### config.mk
export PLATFORM = sky130hd
export DESIGN_NAME = icmp_probe_reply_matcher_top
export DESIGN_NICKNAME = d
export VERILOG_FILES = /design/src/rtl/iprm_pkg.sv /design/src/rtl/iprm_fifo.sv /design/src/rtl/iprm_front.sv /design/src/rtl/iprm_back.sv /design/src/rtl/icmp_probe_reply_matcher_top.sv
export SDC_FILE = /design/constraint.sdc
export NUM_CORES = 1
export LEC_CHECK = 0
export BUFFER_PORTS_ARGS = -buffer_cell sky130_fd_sc_hd__buf_2
export CAP_MARGIN = 5
export CORE_MARGIN = 3
export CORE_UTILIZATION = 50
export DETAILED_ROUTE_END_ITERATION = 8
export PLACE_DENSITY_LB_ADDON = 0.12
export SYNTH_ARGS = -nofsm -noshare
export SYNTH_HDL_FRONTEND = slang
export SYNTH_SLANG_ARGS = --single-unit
export TNS_END_PERCENT = 5
### constraint.sdc
create_clock -name clk -period 10.2 [get_ports clk]
set_clock_uncertainty 0.2 [all_clocks]
set_input_delay 1.53 -clock clk [delete_from_list [all_inputs] [get_ports clk]]
set_output_delay 1.53 -clock clk [all_outputs]
set_load 0.01 [all_outputs]
### src/rtl/iprm_pkg.sv
package iprm_pkg;

    localparam logic [7:0]  TYPE_ECHO_REPLY    = 8'd0;
    localparam logic [7:0]  TYPE_TIME_EXCEEDED = 8'd11;
    localparam logic [6:0]  ICMP_HDR_BYTES     = 7'd8;
    localparam logic [10:0] OFFSET_MAX         = 11'd2047;
    localparam logic [15:0] MAX_PACKET_BYTES   = 16'd1024;

    localparam logic REG_EXPECTED_IDENT    = 1'b0;
    localparam logic REG_EXPECTED_SEQUENCE = 1'b1;

    typedef enum logic [1:0] {
        STATUS_ACCEPTED  = 2'd0,
        STATUS_TOO_SHORT = 2'd1,
        STATUS_OTHER     = 2'd2,
        STATUS_MISMATCH  = 2'd3
    } status_t;

    // Byte tagged with its role in the packet
    typedef struct packed {
        logic [7:0] data;
        logic       last;
        logic       src_en;
        logic [1:0] src_idx;
        logic       type_en;
        logic       idseq_en;
        logic [1:0] idseq_sel;
    } front_word_t;

    typedef struct packed {
        status_t     status;
        logic        reply_kind;
        logic [31:0] source_addr;
    } result_t;

endpackage

### src/rtl/iprm_fifo.sv
module iprm_fifo #(
    parameter int WIDTH = 8,
    parameter int DEPTH = 2
) (
    input  logic             clk,
    input  logic             rst_n,
    input  logic             push,
    input  logic [WIDTH-1:0] wdata,
    output logic             full,
    input  logic             pop,
    output logic [WIDTH-1:0] rdata,
    output logic             empty
);

    localparam int PW = (DEPTH > 1) ? $clog2(DEPTH) : 1;
    localparam int CW = $clog2(DEPTH + 1);
    localparam logic [PW-1:0] LAST_PTR = PW'(DEPTH - 1);
    localparam logic [CW-1:0] FULL_COUNT = CW'(DEPTH);

    logic [WIDTH-1:0] mem_reg [DEPTH];
    logic [PW-1:0]    wr_ptr_reg;
    logic [PW-1:0]    rd_ptr_reg;
    logic [CW-1:0]    count_reg;
    logic             do_push;
    logic             do_pop;

    assign full    = (count_reg == FULL_COUNT);
    assign empty   = (count_reg == '0);
    assign do_push = push && !full;
    assign do_pop  = pop && !empty;
    assign rdata   = mem_reg[rd_ptr_reg];

    always_ff @(posedge clk)
    begin
        if (do_push)
        begin
            mem_reg[wr_ptr_reg] <= wdata;
        end
    end

    always_ff @(posedge clk or negedge rst_n)
    begin
        if (!rst_n)
        begin
            wr_ptr_reg <= '0;
            rd_ptr_reg <= '0;
            count_reg  <= '0;
        end
        else
        begin
            if (do_push)
            begin
                wr_ptr_reg <= (wr_ptr_reg == LAST_PTR) ? '0 : wr_ptr_reg + 1'b1;
            end
            if (do_pop)
            begin
                rd_ptr_reg <= (rd_ptr_reg == LAST_PTR) ? '0 : rd_ptr_reg + 1'b1;
            end
            if (do_push && !do_pop)
            begin
                count_reg <= count_reg + 1'b1;
            end
            else if (do_pop && !do_push)
            begin
                count_reg <= count_reg - 1'b1;
            end
        end
    end

endmodule

### src/rtl/iprm_front.sv
module iprm_front (
    input  logic                      clk,
    input  logic                      rst_n,
    input  logic                      accept,
    input  logic [7:0]                packet_byte,
    input  logic                      is_last,
    output iprm_pkg::front_word_t     word
);

    logic [10:0] offset_reg;
    logic [5:0]  ohb_reg;
    logic        type_seen_reg;
    logic        is_te_reg;
    logic [5:0]  ihb_reg;
    logic        inner_seen_reg;

    logic        in_rng;
    logic [5:0]  ihl_bytes;
    logic [5:0]  ohb_eff;
    logic        type_hit;
    logic        proceed;
    logic [10:0] rel_outer;
    logic        outer_take;
    logic [6:0]  inner_ip;
    logic        inner_hit;
    logic [7:0]  base;
    logic [10:0] rel_inner;
    logic        inner_take;

    assign in_rng    = ({5'b0, offset_reg} < iprm_pkg::MAX_PACKET_BYTES);
    assign ihl_bytes = {packet_byte[3:0], 2'b00};
    assign ohb_eff   = (offset_reg == '0) ? ihl_bytes : ohb_reg;
    assign type_hit  = in_rng && (offset_reg == {5'b0, ohb_eff});
    assign proceed   = in_rng && type_seen_reg && (offset_reg > {5'b0, ohb_reg});

    // Outer ICMP header: id and sequence at bytes 4..7
    assign rel_outer  = offset_reg - {5'b0, ohb_reg};
    assign outer_take = proceed && !is_te_reg && (rel_outer[10:2] == 9'd1);

    // Time exceeded: skip the quoted IP header, then the inner ICMP bytes 4..7
    assign inner_ip   = {1'b0, ohb_reg} + iprm_pkg::ICMP_HDR_BYTES;
    assign inner_hit  = proceed && is_te_reg && (offset_reg == {4'b0, inner_ip});
    assign base       = {1'b0, inner_ip} + {2'b0, ihb_reg};
    assign rel_inner  = offset_reg - {3'b0, base};
    assign inner_take = proceed && is_te_reg && inner_seen_reg && (rel_inner[10:2] == 9'd1);

    always_comb
    begin
        word.data      = packet_byte;
        word.last      = is_last;
        word.src_en    = in_rng && (offset_reg[10:2] == 9'd3);
        word.src_idx   = offset_reg[1:0];
        word.type_en   = type_hit;
        word.idseq_en  = outer_take || inner_take;
        word.idseq_sel = outer_take ? rel_outer[1:0] : rel_inner[1:0];
    end

    always_ff @(posedge clk or negedge rst_n)
    begin
        if (!rst_n)
        begin
            offset_reg     <= '0;
            ohb_reg        <= '0;
            type_seen_reg  <= 1'b0;
            is_te_reg      <= 1'b0;
            ihb_reg        <= '0;
            inner_seen_reg <= 1'b0;
        end
        else if (accept)
        begin
            if (is_last)
            begin
                offset_reg     <= '0;
                ohb_reg        <= '0;
                type_seen_reg  <= 1'b0;
                is_te_reg      <= 1'b0;
                ihb_reg        <= '0;
                inner_seen_reg <= 1'b0;
            end
            else
            begin
                if (offset_reg < iprm_pkg::OFFSET_MAX)
                begin
                    offset_reg <= offset_reg + 1'b1;
                end
                if (in_rng && (offset_reg == '0))
                begin
                    ohb_reg <= ihl_bytes;
                end
                if (type_hit)
                begin
                    type_seen_reg <= 1'b1;
                    is_te_reg     <= (packet_byte == iprm_pkg::TYPE_TIME_EXCEEDED);
                end
                if (inner_hit)
                begin
                    ihb_reg        <= ihl_bytes;
                    inner_seen_reg <= 1'b1;
                end
            end
        end
    end

endmodule

### src/rtl/iprm_back.sv
module iprm_back (
    input  logic                  clk,
    input  logic                  rst_n,
    input  logic                  cfg_write,
    input  logic                  cfg_index,
    input  logic [15:0]           cfg_data,
    input  iprm_pkg::front_word_t word,
    input  logic                  word_valid,
    input  logic                  out_full,
    output logic                  take,
    output logic                  res_valid,
    output iprm_pkg::result_t     res
);

    logic [15:0] exp_ident_reg;
    logic [15:0] exp_seq_reg;
    logic [31:0] src_reg;
    logic [31:0] src_next;
    logic [15:0] ident_reg;
    logic [15:0] ident_next;
    logic [15:0] seq_reg;
    logic [15:0] seq_next;
    logic [7:0]  type_reg;
    logic [7:0]  type_next;
    logic        done_reg;
    logic        done_next;

    // Hold a last word until the result queue has room
    assign take      = word_valid && (!word.last || !out_full);
    assign res_valid = take && word.last;

    always_comb
    begin
        src_next   = src_reg;
        ident_next = ident_reg;
        seq_next   = seq_reg;
        type_next  = type_reg;
        done_next  = done_reg;
        if (word.src_en)
        begin
            case (word.src_idx)
                2'd0:    src_next[31:24] = word.data;
                2'd1:    src_next[23:16] = word.data;
                2'd2:    src_next[15:8]  = word.data;
                default: src_next[7:0]   = word.data;
            endcase
        end
        if (word.type_en)
        begin
            type_next = word.data;
        end
        if (word.idseq_en)
        begin
            case (word.idseq_sel)
                2'd0:    ident_next[15:8] = word.data;
                2'd1:    ident_next[7:0]  = word.data;
                2'd2:    seq_next[15:8]   = word.data;
                default:
                begin
                    seq_next[7:0] = word.data;
                    done_next     = 1'b1;
                end
            endcase
        end
    end

    always_comb
    begin
        res.source_addr = src_next;
        res.reply_kind  = 1'b0;
        if (!done_next)
        begin
            res.status = iprm_pkg::STATUS_TOO_SHORT;
        end
        else if ((type_next == iprm_pkg::TYPE_ECHO_REPLY) ||
                 (type_next == iprm_pkg::TYPE_TIME_EXCEEDED))
        begin
            if ((ident_next == exp_ident_reg) && (seq_next == exp_seq_reg))
            begin
                res.status     = iprm_pkg::STATUS_ACCEPTED;
                res.reply_kind = (type_next == iprm_pkg::TYPE_TIME_EXCEEDED);
            end
            else
            begin
                res.status = iprm_pkg::STATUS_MISMATCH;
            end
        end
        else
        begin
            res.status = iprm_pkg::STATUS_OTHER;
        end
    end

    always_ff @(posedge clk or negedge rst_n)
    begin
        if (!rst_n)
        begin
            exp_ident_reg <= '0;
            exp_seq_reg   <= '0;
        end
        else if (cfg_write)
        begin
            unique case (cfg_index)
                iprm_pkg::REG_EXPECTED_IDENT:    exp_ident_reg <= cfg_data;
                iprm_pkg::REG_EXPECTED_SEQUENCE: exp_seq_reg   <= cfg_data;
                default:                         exp_ident_reg <= exp_ident_reg;
            endcase
        end
    end

    always_ff @(posedge clk or negedge rst_n)
    begin
        if (!rst_n)
        begin
            src_reg   <= '0;
            ident_reg <= '0;
            seq_reg   <= '0;
            type_reg  <= '0;
            done_reg  <= 1'b0;
        end
        else if (take)
        begin
            if (word.last)
            begin
                // drop the packet state once its result is out
                src_reg   <= '0;
                ident_reg <= '0;
                seq_reg   <= '0;
                type_reg  <= '0;
                done_reg  <= 1'b0;
            end
            else
            begin
                src_reg   <= src_next;
                ident_reg <= ident_next;
                seq_reg   <= seq_next;
                type_reg  <= type_next;
                done_reg  <= done_next;
            end
        end
    end

endmodule

### src/rtl/icmp_probe_reply_matcher_top.sv
// Flow: the tagged word of a packet's last byte waits in the tagging queue; the back end
// then pushes the packet's result into the result queue, which reads straight through.
// Throughput: one byte per cycle while full is low.
// Input stalls only when the two-word tagging queue fills behind a full result queue.
// Reset (rst_n low, asynchronous): queues emptied, packet state cleared,
// expected identifier and sequence set to zero.
module icmp_probe_reply_matcher_top (
    input  logic        clk,
    input  logic        rst_n,
    input  logic        push,
    output logic        full,
    input  logic [7:0]  packet_byte,
    input  logic        is_last,
    output logic        empty,
    input  logic        pop,
    output logic [1:0]  status,
    output logic        reply_kind,
    output logic [31:0] source_addr,
    input  logic        cfg_write,
    input  logic        cfg_index,
    input  logic [15:0] cfg_data
);

    localparam int WORD_W = $bits(iprm_pkg::front_word_t);
    localparam int RES_W  = $bits(iprm_pkg::result_t);

    iprm_pkg::front_word_t front_word;
    iprm_pkg::front_word_t back_word;
    iprm_pkg::result_t     back_res;
    iprm_pkg::result_t     out_res;
    logic [WORD_W-1:0]     mid_rdata;
    logic [RES_W-1:0]      out_rdata;
    logic                  accept;
    logic                  mid_empty;
    logic                  back_take;
    logic                  res_valid;
    logic                  out_full;

    assign accept = push && !full;

    iprm_front u_front (
        .clk         (clk),
        .rst_n       (rst_n),
        .accept      (accept),
        .packet_byte (packet_byte),
        .is_last     (is_last),
        .word        (front_word)
    );

    iprm_fifo #(
        .WIDTH (WORD_W),
        .DEPTH (2)
    ) u_mid_fifo (
        .clk   (clk),
        .rst_n (rst_n),
        .push  (push),
        .wdata (front_word),
        .full  (full),
        .pop   (back_take),
        .rdata (mid_rdata),
        .empty (mid_empty)
    );

    assign back_word = iprm_pkg::front_word_t'(mid_rdata);

    iprm_back u_back (
        .clk        (clk),
        .rst_n      (rst_n),
        .cfg_write  (cfg_write),
        .cfg_index  (cfg_index),
        .cfg_data   (cfg_data),
        .word       (back_word),
        .word_valid (!mid_empty),
        .out_full   (out_full),
        .take       (back_take),
        .res_valid  (res_valid),
        .res        (back_res)
    );

    iprm_fifo #(
        .WIDTH (RES_W),
        .DEPTH (2)
    ) u_out_fifo (
        .clk   (clk),
        .rst_n (rst_n),
        .push  (res_valid),
        .wdata (back_res),
        .full  (out_full),
        .pop   (pop),
        .rdata (out_rdata),
        .empty (empty)
    );

    assign out_res     = iprm_pkg::result_t'(out_rdata);
    assign status      = out_res.status;
    assign reply_kind  = out_res.reply_kind;
    assign source_addr = out_res.source_addr;

    a_no_result_overflow: assert property (
        @(posedge clk) disable iff (!rst_n) res_valid |-> !out_full)
        else $error("result pushed into a full queue");

    a_take_has_word: assert property (
        @(posedge clk) disable iff (!rst_n) back_take |-> !mid_empty)
        else $error("back end took a word from an empty queue");

    a_kind_only_accepted: assert property (
        @(posedge clk) disable iff (!rst_n)
        (res_valid && back_res.reply_kind) |-> (back_res.status == iprm_pkg::STATUS_ACCEPTED))
        else $error("reply kind set on a rejected packet");

endmodule

==> results.yml, run 1 <==
clocking:
  clk-insertion-delay-late_ns: 0.52
  cts-root-buf: "clkbuf_16"
  cts_buffers: 26
  cts_tree: "yes"
  cts_resized: 0
  htree_levels: 1
  cts_buffer_depth: 3
  ctsHoldBuffers: 0
  clk_pin_slew_ns: 0.06
  cts.sinks: 237
  cts_setup_buffers: 0
grt:
  antenna_found_initial: 0
  met2_usage: 0.363
  grt_usage: 0.225
  grt_pass1_wl_um: 43500
  grt-ovfl-total: 0
  grt.met3_usage: 0.0348
  grt_max_degree: 75
  grt.busiest_layer: "met2"
  grt_pass1_vias: 7742
  grt_use_met1: 0.316
die:
  start_util: 0.515
  die-area_um2: 24500
  die_width_um: 157
  core_um2: 22000
  io_pins: 68
  rows: 54
  die_y_um: 157
critical_path:
  crit_required_ns: 8.47
  worst-path-buf-inv: 2
  critPathMaxStageDelay_ns: 0.82
  slowest_stage: "dfrtp_1"
  endpoint_kind: "output port"
  critical-path-top-delay-family: "flip-flops"
  cp_cell_sequence: "buf_4 -> mux2_2 -> buf_2"
  cp.arrival_ns: 2.32
  worst-setup-path-type: "reg2out"
  crit_fanout: 21
  cp-start-kind: "flip-flop"
yosys:
  avgSynthCellArea_um2: 11.9
  synth_nets: 1003
  ys_seq_area_frac: 0.568
  synthCells: 951
  async_flop_share: 0.570
  synth_edf_count: 102
  synthFlopType: "dfrtp_1"
  synth_area_um2: 11300
  synth-seq-cells: 237
  synth_cell_types: 76
  synth_warnings: 0
detailed_routing:
  wl_um: 27400
  wl_per_cell_um: 20.8
  drt_iter0_markers: 658
  viasPerCell: 5.97
  vias: 7866
  drc: 0
  drtPass1Iterations: 5
  drtAntennaViolNets: 0
sta:
  timing.fmax_mhz: 247
  fin_tns_setup_ns: 0
  relSlewSlack: 0.255
  worst_pin_slew_ns: 1.12
  fin_ws_ns: 6.15
  min_period_ns: 4.05
  drv_slew: 0
  rsz0062_at_grt: "false"
  finalHoldViolations: 0
  fin_crit_sh: 0.397
  setup_viol: 0
finish:
  nFillCells: 1873
  multi_input_area_um2: 4540
  syn_to_final_growth_pct: 12.8
  ff_latch_area_um2: 6440
  drive_gt1_frac: 0.204
  layout_common_cells: "dfrtp_1, edfxtp_1, nand2_1"
  diodes: 0
  largest_reg_flops: 70
  final_nets: 1071
  mostFrequentLayoutCell: "dfrtp_1"
hold_path:
  hold_class: "reg2reg"
placement:
  place_congestion: 0.911
  dp_hpwl_um: 18300
  dp_slack_ns: 6.32
  port_buffers: 67
power:
  leakage_nw: 5.25
  power_density_nw_per_um2: 307
  peakVddDrop_mv: 0.158
flow_run:
  cap_viol_max_count: 0
status:
  status: "complete, no violations"
final cells by class:
type,count,area share
Inverter,40,0.0117
Tap cell,280,0.0274
Clock buffer,35,0.0583
Timing Repair Buffer,84,0.0367
Multi-Input combinational cell,630,0.355
Sequential cell,237,0.504
Clock inverter,12,0.00695
cell families after synthesis:
kind of cell               count (synthesis)  share of synthesized area
adders and majority gates                 21                     0.0265
xor gates and xnor gates                  40                     0.0309
AOI/OAI and AO/OA                        234                      0.139
buffers and inverters                     84                     0.0326
and+or+nand+nor                          237                      0.106
DFF                                      237                      0.568
muxes                                     98                     0.0962
worst min-delay path, stage by stage (launching register included):
cell	delay, ns
dfrtp_1	0.34
nand2_1	0.05
o21ai_0	0.06
synthesized netlist by cell type, types with 4 or more instances:
library cell / n / share of area
dfrtp_1: 135 / 0.30
mux2i_1: 25 / 0.022
nand3_1: 14 / 0.0062
buf_1: 5 / 0.0017
edfxtp_1: 102 / 0.27
ha_1: 16 / 0.018
or3_1: 5 / 0.0028
nand4_1: 13 / 0.0072
nor3_1: 17 / 0.0075
nor2_1: 59 / 0.020
a211oi_1: 16 / 0.011
nor4_1: 8 / 0.0044
o22ai_1: 9 / 0.0050
a22oi_1: 9 / 0.0060
nand2_1: 79 / 0.026
xor2_1: 15 / 0.012
a21oi_1: 38 / 0.017
a31oi_1: 5 / 0.0028
and2_1: 4 / 0.0022
fa_1: 5 / 0.0088
xnor2_1: 25 / 0.019
a21o_1: 5 / 0.0033
clkbuf_1: 32 / 0.011
o211a_1: 4 / 0.0035
inv_1: 40 / 0.013
a22o_1: 39 / 0.030
mux2_2: 69 / 0.069
nor2b_1: 6 / 0.0033
o211ai_1: 4 / 0.0026
o21ai_0: 69 / 0.030
power by group:
part	internal [mW]	switching (mW)	total, mW	leakage [nW]
Combinational	0.571	0.915	1.49	2.11
Sequential	1.35	0.188	1.54	2.73
Clock	0.536	0.366	0.902	0.415
metrics by stage:
step	util	total power [mW]	instance area, um2	hold slack [ns]	std cells
2_1_floorplan	-	2.56	11300	0.243	951
3_3_place_gp	0.543	3.01	12000	0.258	1271
3_5_place_dp	0.543	3.03	12000	0.271	1271
4_1_cts	0.581	3.95	12800	0.284	1318
5_1_grt	0.581	4.17	12800	0.304	1318
6_report	0.581	3.93	12800	0.284	1318
per-layer routing:
layer  up-vias  wire, um
li1       3664         -
met1      3925     12200
met2       226     13100
met3        51      1360
met4         0       764
met5         -         0
worst paths after layout:
check,start,endpoint,slack [ns],cells past startpoint
max reg2reg,u_mid_fifo.rd_ptr_reg$_DFFE_PN0P_,u_out_fifo.mem_reg[1][32]$_DFFE_PP_,6.28,8
max,u_out_fifo.rd_ptr_reg$_DFFE_PN0P_,status[1],6.15,3
min,u_back.seq_reg[0]$_DFFE_PN0P_,u_back.seq_reg[0]$_DFFE_PN0P_,0.28,2
min reg2reg,u_back.seq_reg[0]$_DFFE_PN0P_,u_back.seq_reg[0]$_DFFE_PN0P_,0.28,2
max in group asynchronous,rst_n,u_back.seq_reg[8]$_DFFE_PN0P_,7.61,2
min in group asynchronous,rst_n,u_front.offset_reg[6]$_DFFE_PN0P_,0.79,1
(Power assumes the default switching activity.)
==> run 2, diff against run 1 <==
--- a/config.mk
+++ b/config.mk
@@ -5,6 +5,7 @@
 export SDC_FILE = /design/constraint.sdc
 export NUM_CORES = 1
 export LEC_CHECK = 0
+export ABC_AREA = 1
 export BUFFER_PORTS_ARGS = -buffer_cell sky130_fd_sc_hd__buf_2
 export CAP_MARGIN = 5
 export CORE_MARGIN = 3
==> constraint.sdc (replaced) <==
create_clock -name clk -period 4 [get_ports clk]
set_clock_uncertainty 0.2 [all_clocks]
set_input_delay 0.6 -clock clk [delete_from_list [all_inputs] [get_ports clk]]
set_output_delay 0.6 -clock clk [all_outputs]
set_load 0.01 [all_outputs]
==> results.yml, run 2 <==
finish:
  diodes: 0
  fin_util: 0.574
  syn_to_final_growth_pct: 12.0
  instances_no_fill: 1746
  layout_common_cells: "nand2_1, inv_1, dfrtp_1"
  nFillCells: 2099
  mostFrequentLayoutCell: "nand2_1"
  largest_reg_flops: 70
  final_nets: 1469
  drive_gt1_frac: 0.103
grt:
  grt_usage: 0.208
  grt_pass1_wl_um: 43500
  grt_pass1_vias: 8561
  grt-ovfl-total: 0
  antenna_found_initial: 0
  grt_max_degree: 65
yosys:
  async_flop_share: 0.570
  synthFlopType: "dfrtp_1"
  synthCells: 1355
  synth_area_leaders: "dfrtp_1, edfxtp_1, nand2_1"
  avgSynthCellArea_um2: 8.63
  synth_edf_count: 102
  synth_area_um2: 11700
  post-synth-top-count-cell: "nand2_1"
  synth-seq-cells: 237
  synth_warnings: 0
  yosysTopAreaCellShare: 0.289
  ys_seq_area_frac: 0.551
  synth_top_area_cell: "dfrtp_1"
  synth_cell_types: 38
  synth_nets: 1407
  synth_common_cells: "nand2_1, inv_1, dfrtp_1, o21ai_0, edfxtp_1"
clocking:
  htree_levels: 1
  cts_resized: 0
  clk-insertion-delay-late_ns: 0.51
  cts.sinks: 237
  cts_tree: "yes"
  cts_buffer_depth: 3
  clk_pin_slew_ns: 0.06
  cts_buffers: 25
  cts-root-buf: "clkbuf_16"
placement:
  dp_slack_ns: 0.926
  place_congestion: 0.887
  port_buffers: 67
  dp.cells: 1702
  dp_hpwl_um: 17900
sta:
  worst_pin_slew_ns: 0.923
  drv_slew: 0
  fin_crit_sh: 0.775
  setup_viol: 0
  finalHoldViolations: 0
  min_period_ns: 3.10
  timing.fmax_mhz: 323
  fin_ws_ns: 0.900
  fin_tns_setup_ns: 0
  rsz0062_at_grt: "false"
  relSlewSlack: 0.383
flow_run:
  cap_viol_max_count: 0
die:
  start_util: 0.512
  rows: 55
  die_y_um: 159
  die_width_um: 159
  core_um2: 22800
  die-area_um2: 25300
  io_pins: 68
critical_path:
  crit_required_ns: 4.06
  endpoint_kind: "flip-flop"
  crit_path_frequent_cell: "nand2_1"
  cp-start-kind: "flip-flop"
  cp_cell_sequence: "buf_4 -> inv_2 -> nand2_1 -> nand2_4 -> nor2_4 -> nand3_2 -> nand2_1 -> nand2_1 -> nand2_1 -> nand2_1 -> nor2_1 -> nand2_1 -> nor2_2 -> nand2_1 -> nand2_1 -> nand2_1"
  slowest_stage: "nor2_4"
  cp.depth: 16
  cp.arrival_ns: 3.16
  crit_fanout: 29
  worst-setup-path-type: "reg2reg"
  rr_worst_depth: 16
  critical-path-top-delay-family: "simple AND/OR/NAND/NOR gates"
  worst-path-buf-inv: 2
  critPathMaxStageDelay_ns: 0.44
power:
  power_density_nw_per_um2: 812
  power_mw: 10.6
  leakage_nw: 6.48
  peakVddDrop_mv: 0.472
status:
  status: "complete, no violations"
detailed_routing:
  viasPerCell: 5.10
  vias: 8903
  wl_um: 26200
  drc: 0
  drtAntennaViolNets: 0
  wl_per_cell_um: 15.0
  drt_iter0_markers: 575
  drtPass1Iterations: 5
hold_path:
  hold_class: "in2reg"
  holdPathStages: 1
run 2: changes by cell type after synthesis, moves of 9 or more:
cell,change
mux2i_1,-25
nand2_1,+337
o21ai_2,+9
nand3_1,+53
a22oi_1,-9
xnor2_1,-22
inv_1,+182
a22o_1,-39
nand4_1,+13
a21oi_1,-23
o21ai_0,+38
o22ai_1,+52
a211oi_1,-16
mux2_2,-69
run 2: path summary, 6_finish.rpt:
path	startpoint	slack (ns)	to
max reg2reg	u_mid_fifo.rd_ptr_reg$_DFFE_PN0P_	0.90	u_out_fifo.mem_reg[1][33]$_DFFE_PP_
min reg2reg	u_back.type_reg[5]$_DFFE_PN0P_	0.28	u_back.type_reg[5]$_DFFE_PN0P_
min in group asynchronous	rst_n	0.44	u_back.src_reg[27]$_DFFE_PN0P_
max in group asynchronous	rst_n	2.38	u_back.exp_seq_reg[3]$_DFFE_PN0P_
min	packet_byte[3]	0.10	u_mid_fifo.mem_reg[1][11]$_DFFE_PP_
max	u_mid_fifo.rd_ptr_reg$_DFFE_PN0P_	0.90	u_out_fifo.mem_reg[1][33]$_DFFE_PP_
run 2: logic make-up (layout without fill, tap and decap cells):
kind of cell,after synthesis,count (layout),synth area share
XOR/XNOR,14,14,0.0105
adder cells (fa/ha/maj),21,21,0.0257
buffers and inverters,274,352,0.0952
AO/OA/AOI/OAI,201,201,0.0964
flip-flops,237,237,0.551
AND/OR/NAND/NOR,608,608,0.222
run 2: power by group:
part           internal [mW]  switching [mW]  leakage (nW)
combinational           1.38            3.20          3.35
clock                   1.38           0.913         0.394
sequential              3.49           0.287          2.73
total                   6.25            4.40          6.48
run 2: metrics by stage:
step | hold slack [ns] | cell area (um2)
after floorplan | 0.104 | 11700
after global placement | 0.262 | 12300
after detailed placement | 0.268 | 12300
after CTS | 0.0889 | 13100
after global routing | 0.0925 | 13100
final | 0.101 | 13100
run 2: area by class of cell:
cell class / count / area (um2) / area share
Tap cell: 313 / 392 / 0.0299
Inverter: 229 / 860 / 0.0656
Clock inverter: 9 / 123 / 0.00935
Sequential cell: 237 / 6440 / 0.491
Multi-Input combinational cell: 844 / 4160 / 0.317
Timing Repair Buffer: 80 / 454 / 0.0347
Clock buffer: 34 / 679 / 0.0518
run 2: routing by layer:
| metal | track usage | up-vias | share of wire |
|---|---|---|---|
| met1 | 0.282 | 4103 | 0.45 |
| met5 | 0 | - | 0 |
| met2 | 0.343 | 228 | 0.46 |
| met4 | 0.0704 | 0 | 0.032 |
| li1 | - | 4515 | - |
| met3 | 0.0328 | 57 | 0.053 |
run 2: timing repair:
item / 4_1_cts / 5_1_grt
hold buffers: 1 / 0
endpoints found under the hold margin: 54 / 0
buffers inserted: 0 / 0
==> run 3, diff against run 2 <==
==> constraint.sdc (replaced) <==
create_clock -name clk -period 2.6 [get_ports clk]
set_clock_uncertainty 0.2 [all_clocks]
set_input_delay 0.39 -clock clk [delete_from_list [all_inputs] [get_ports clk]]
set_output_delay 0.39 -clock clk [all_outputs]
set_load 0.01 [all_outputs]
==> results.yml, run 3 (synthesis gave the netlist of run 2 again) <==
hold_path:
  holdPathStages: 2
  hold_end: "u_front.offset_reg[8]$_DFFE_PN0P_"
  hold_path.startpoint: "is_last"
  hold_class: "in2reg"
placement:
  port_buffers: 67
  dp.cells: 1749
  dp_hpwl_um: 18600
  dp_slack_ns: 0.0219
  place_congestion: 0.915
sta:
  drv_slew: 0
  timing.fmax_mhz: 395
  relSlewSlack: 0.472
  setup_viol: 0
  finalHoldViolations: 0
  worst_pin_slew_ns: 0.789
  rsz0062_at_grt: "true"
  min_period_ns: 2.53
  fin_ws_ns: 0.0681
  fin_crit_sh: 0.974
detailed_routing:
  drtPass1Iterations: 7
  drc: 0
  vias: 9356
  wl_um: 28300
  wl_per_cell_um: 15.3
  drtAntennaViolNets: 0
  viasPerCell: 5.07
  drt_iter0_markers: 583
power:
  seqPwrFrac: 0.321
  power.switching_mw: 7.37
  peakVddDrop_mv: 0.504
  pwr-share-comb: 0.484
  clock_power_share: 0.195
  power_density_nw_per_um2: 1260
  leakage_nw: 7.03
  swShare: 0.406
  internal_power_mw: 10.8
die:
  core_um2: 22800
  start_util: 0.512
  die_width_um: 159
  rows: 55
  die_y_um: 159
  die-area_um2: 25300
  io_pins: 68
flow_run:
  cap_viol_max_count: 0
critical_path:
  rr_worst_depth: 15
  r2r_end: "u_out_fifo.mem_reg[1][33]$_DFFE_PP_"
  crit_fanout: 8
  critPathMaxStageDelay_ns: 0.49
  cp-start-kind: "flip-flop"
  crit_required_ns: 2.67
  slowest_stage: "dfrtp_2"
  cp_cell_sequence: "clkinv_4 -> buf_6 -> nand2_4 -> nand2_8 -> nand3_2 -> nand2_1 -> nand2_1 -> nand2_1 -> nand3_1 -> nor2_1 -> nand2_1 -> nor2_2 -> nand2_2 -> nand2_1 -> nand2_1"
  cp.arrival_ns: 2.60
  ff2ff_setup_slack_ns: 0.07
  worst-setup-path-type: "reg2reg"
  r2r_start: "u_mid_fifo.rd_ptr_reg$_DFFE_PN0P_"
  crit_path_frequent_cell: "nand2_1"
  endpoint_kind: "flip-flop"
status:
  status: "complete, no violations"
grt:
  grt_pass1_wl_um: 45500
  grt-ovfl-total: 0
  grt_usage: 0.217
  antenna_found_initial: 0
  grt_pass1_vias: 9018
  grt_max_degree: 86
finish:
  diodes: 0
  nFillCells: 1990
  drive_gt1_frac: 0.170
  instances_no_fill: 1845
  mostFrequentLayoutCell: "nand2_1"
  layout_common_cells: "nand2_1, inv_1, dfrtp_1"
  largest_reg_flops: 70
  final_nets: 1564
  syn_to_final_growth_pct: 22.9
clocking:
  clk_pin_slew_ns: 0.06
  clk-insertion-delay-late_ns: 0.52
  cts_tree: "yes"
  cts_buffers: 26
  cts-root-buf: "clkbuf_16"
  htree_levels: 1
  cts.sinks: 237
  cts_buffer_depth: 3
-- run 3: cell types whose count changed in the layout (fill, tap and decap cells not counted), moves of 7 or more --
cell	before	now
nand2_2	6	23
nand3_1	67	57
buf_12	1	11
nand3_2	4	12
o21ai_0	107	99
clkbuf_1	7	14
buf_4	11	60
nand2_1	416	396
dlygate4sd3_1	1	26
-- run 3: cell type report --
type | instances | area, um2 | area share
sequential | 237 | 6440 | 0.448
multi-input combinational | 845 | 4430 | 0.308
timing repair buffer | 173 | 1440 | 0.100
inverter | 229 | 865 | 0.0601
clock buffer | 44 | 769 | 0.0535
tap | 313 | 392 | 0.0272
clock inverter | 4 | 45.0 | 0.00313
-- run 3: timing repair --
item,4_1_cts,5_1_grt
gates resized for setup,2,76
hold buffers,26,0
setup endpoints to repair,3,106
setup buffers,0,17
cloned,0,5
hold endpoints to repair,100,0
pin swaps,0,29
-- run 3: power by group through the flow --
stage / registers (mW) / logic [mW] / clock network, mW
finish: 5.83 / 8.78 / 3.53
global route: 5.94 / 9.84 / 3.77
CTS: 5.80 / 7.88 / 3.61
detailed placement: 5.87 / 7.81 / 0
global placement: 5.83 / 7.64 / 0
floorplan: 5.76 / 5.29 / 0
-- run 3: stage by stage --
stage / power [mW] / cell area (um2) / TNS, ns / utilization / hold WS [ns]
finish: 18.1 / 14400 / 0 / 0.630 / 0.0339
floorplan: 11.1 / 11700 / -12.96 / - / -0.106
detailed placement: 13.7 / 12800 / 0 / 0.559 / 0.141
global route: 19.5 / 14400 / -0.541 / 0.630 / 0.0273
CTS: 17.3 / 13800 / 0 / 0.606 / 0.0163
global placement: 13.5 / 12800 / -0.0366 / 0.559 / 0.139
-- run 3: how the worst max path moves through the flow --
stage          cells past startpoint                             endpoint                              start
2_1_floorplan                      6   u_out_fifo.mem_reg[0][0]$_DFFE_PP_  u_mid_fifo.rd_ptr_reg$_DFFE_PN0P_
3_5_place_dp                      12  u_out_fifo.mem_reg[0][32]$_DFFE_PP_  u_mid_fifo.rd_ptr_reg$_DFFE_PN0P_
3_3_place_gp                       8   u_mid_fifo.mem_reg[1][2]$_DFFE_PP_     u_front.ohb_reg[3]$_DFFE_PN0P_
4_1_cts                           15  u_out_fifo.mem_reg[0][32]$_DFFE_PP_  u_mid_fifo.rd_ptr_reg$_DFFE_PN0P_
6_report                          15  u_out_fifo.mem_reg[1][33]$_DFFE_PP_  u_mid_fifo.rd_ptr_reg$_DFFE_PN0P_
5_1_grt                           16  u_out_fifo.mem_reg[1][33]$_DFFE_PP_  u_mid_fifo.rd_ptr_reg$_DFFE_PN0P_
-- run 3: metal layers --
metal	GRT usage	part of all wire
met2	0.371	0.48
met4	0.0585	0.027
met5	0	0
met1	0.292	0.44
met3	0.0333	0.057
-- run 3: critical path, delay by kind of cell, from the launching register on --
kind,cells,cell delay [ns]
buffers and inverters,2,0.23
DFF,1,0.49
and+or+nand+nor,13,1.36
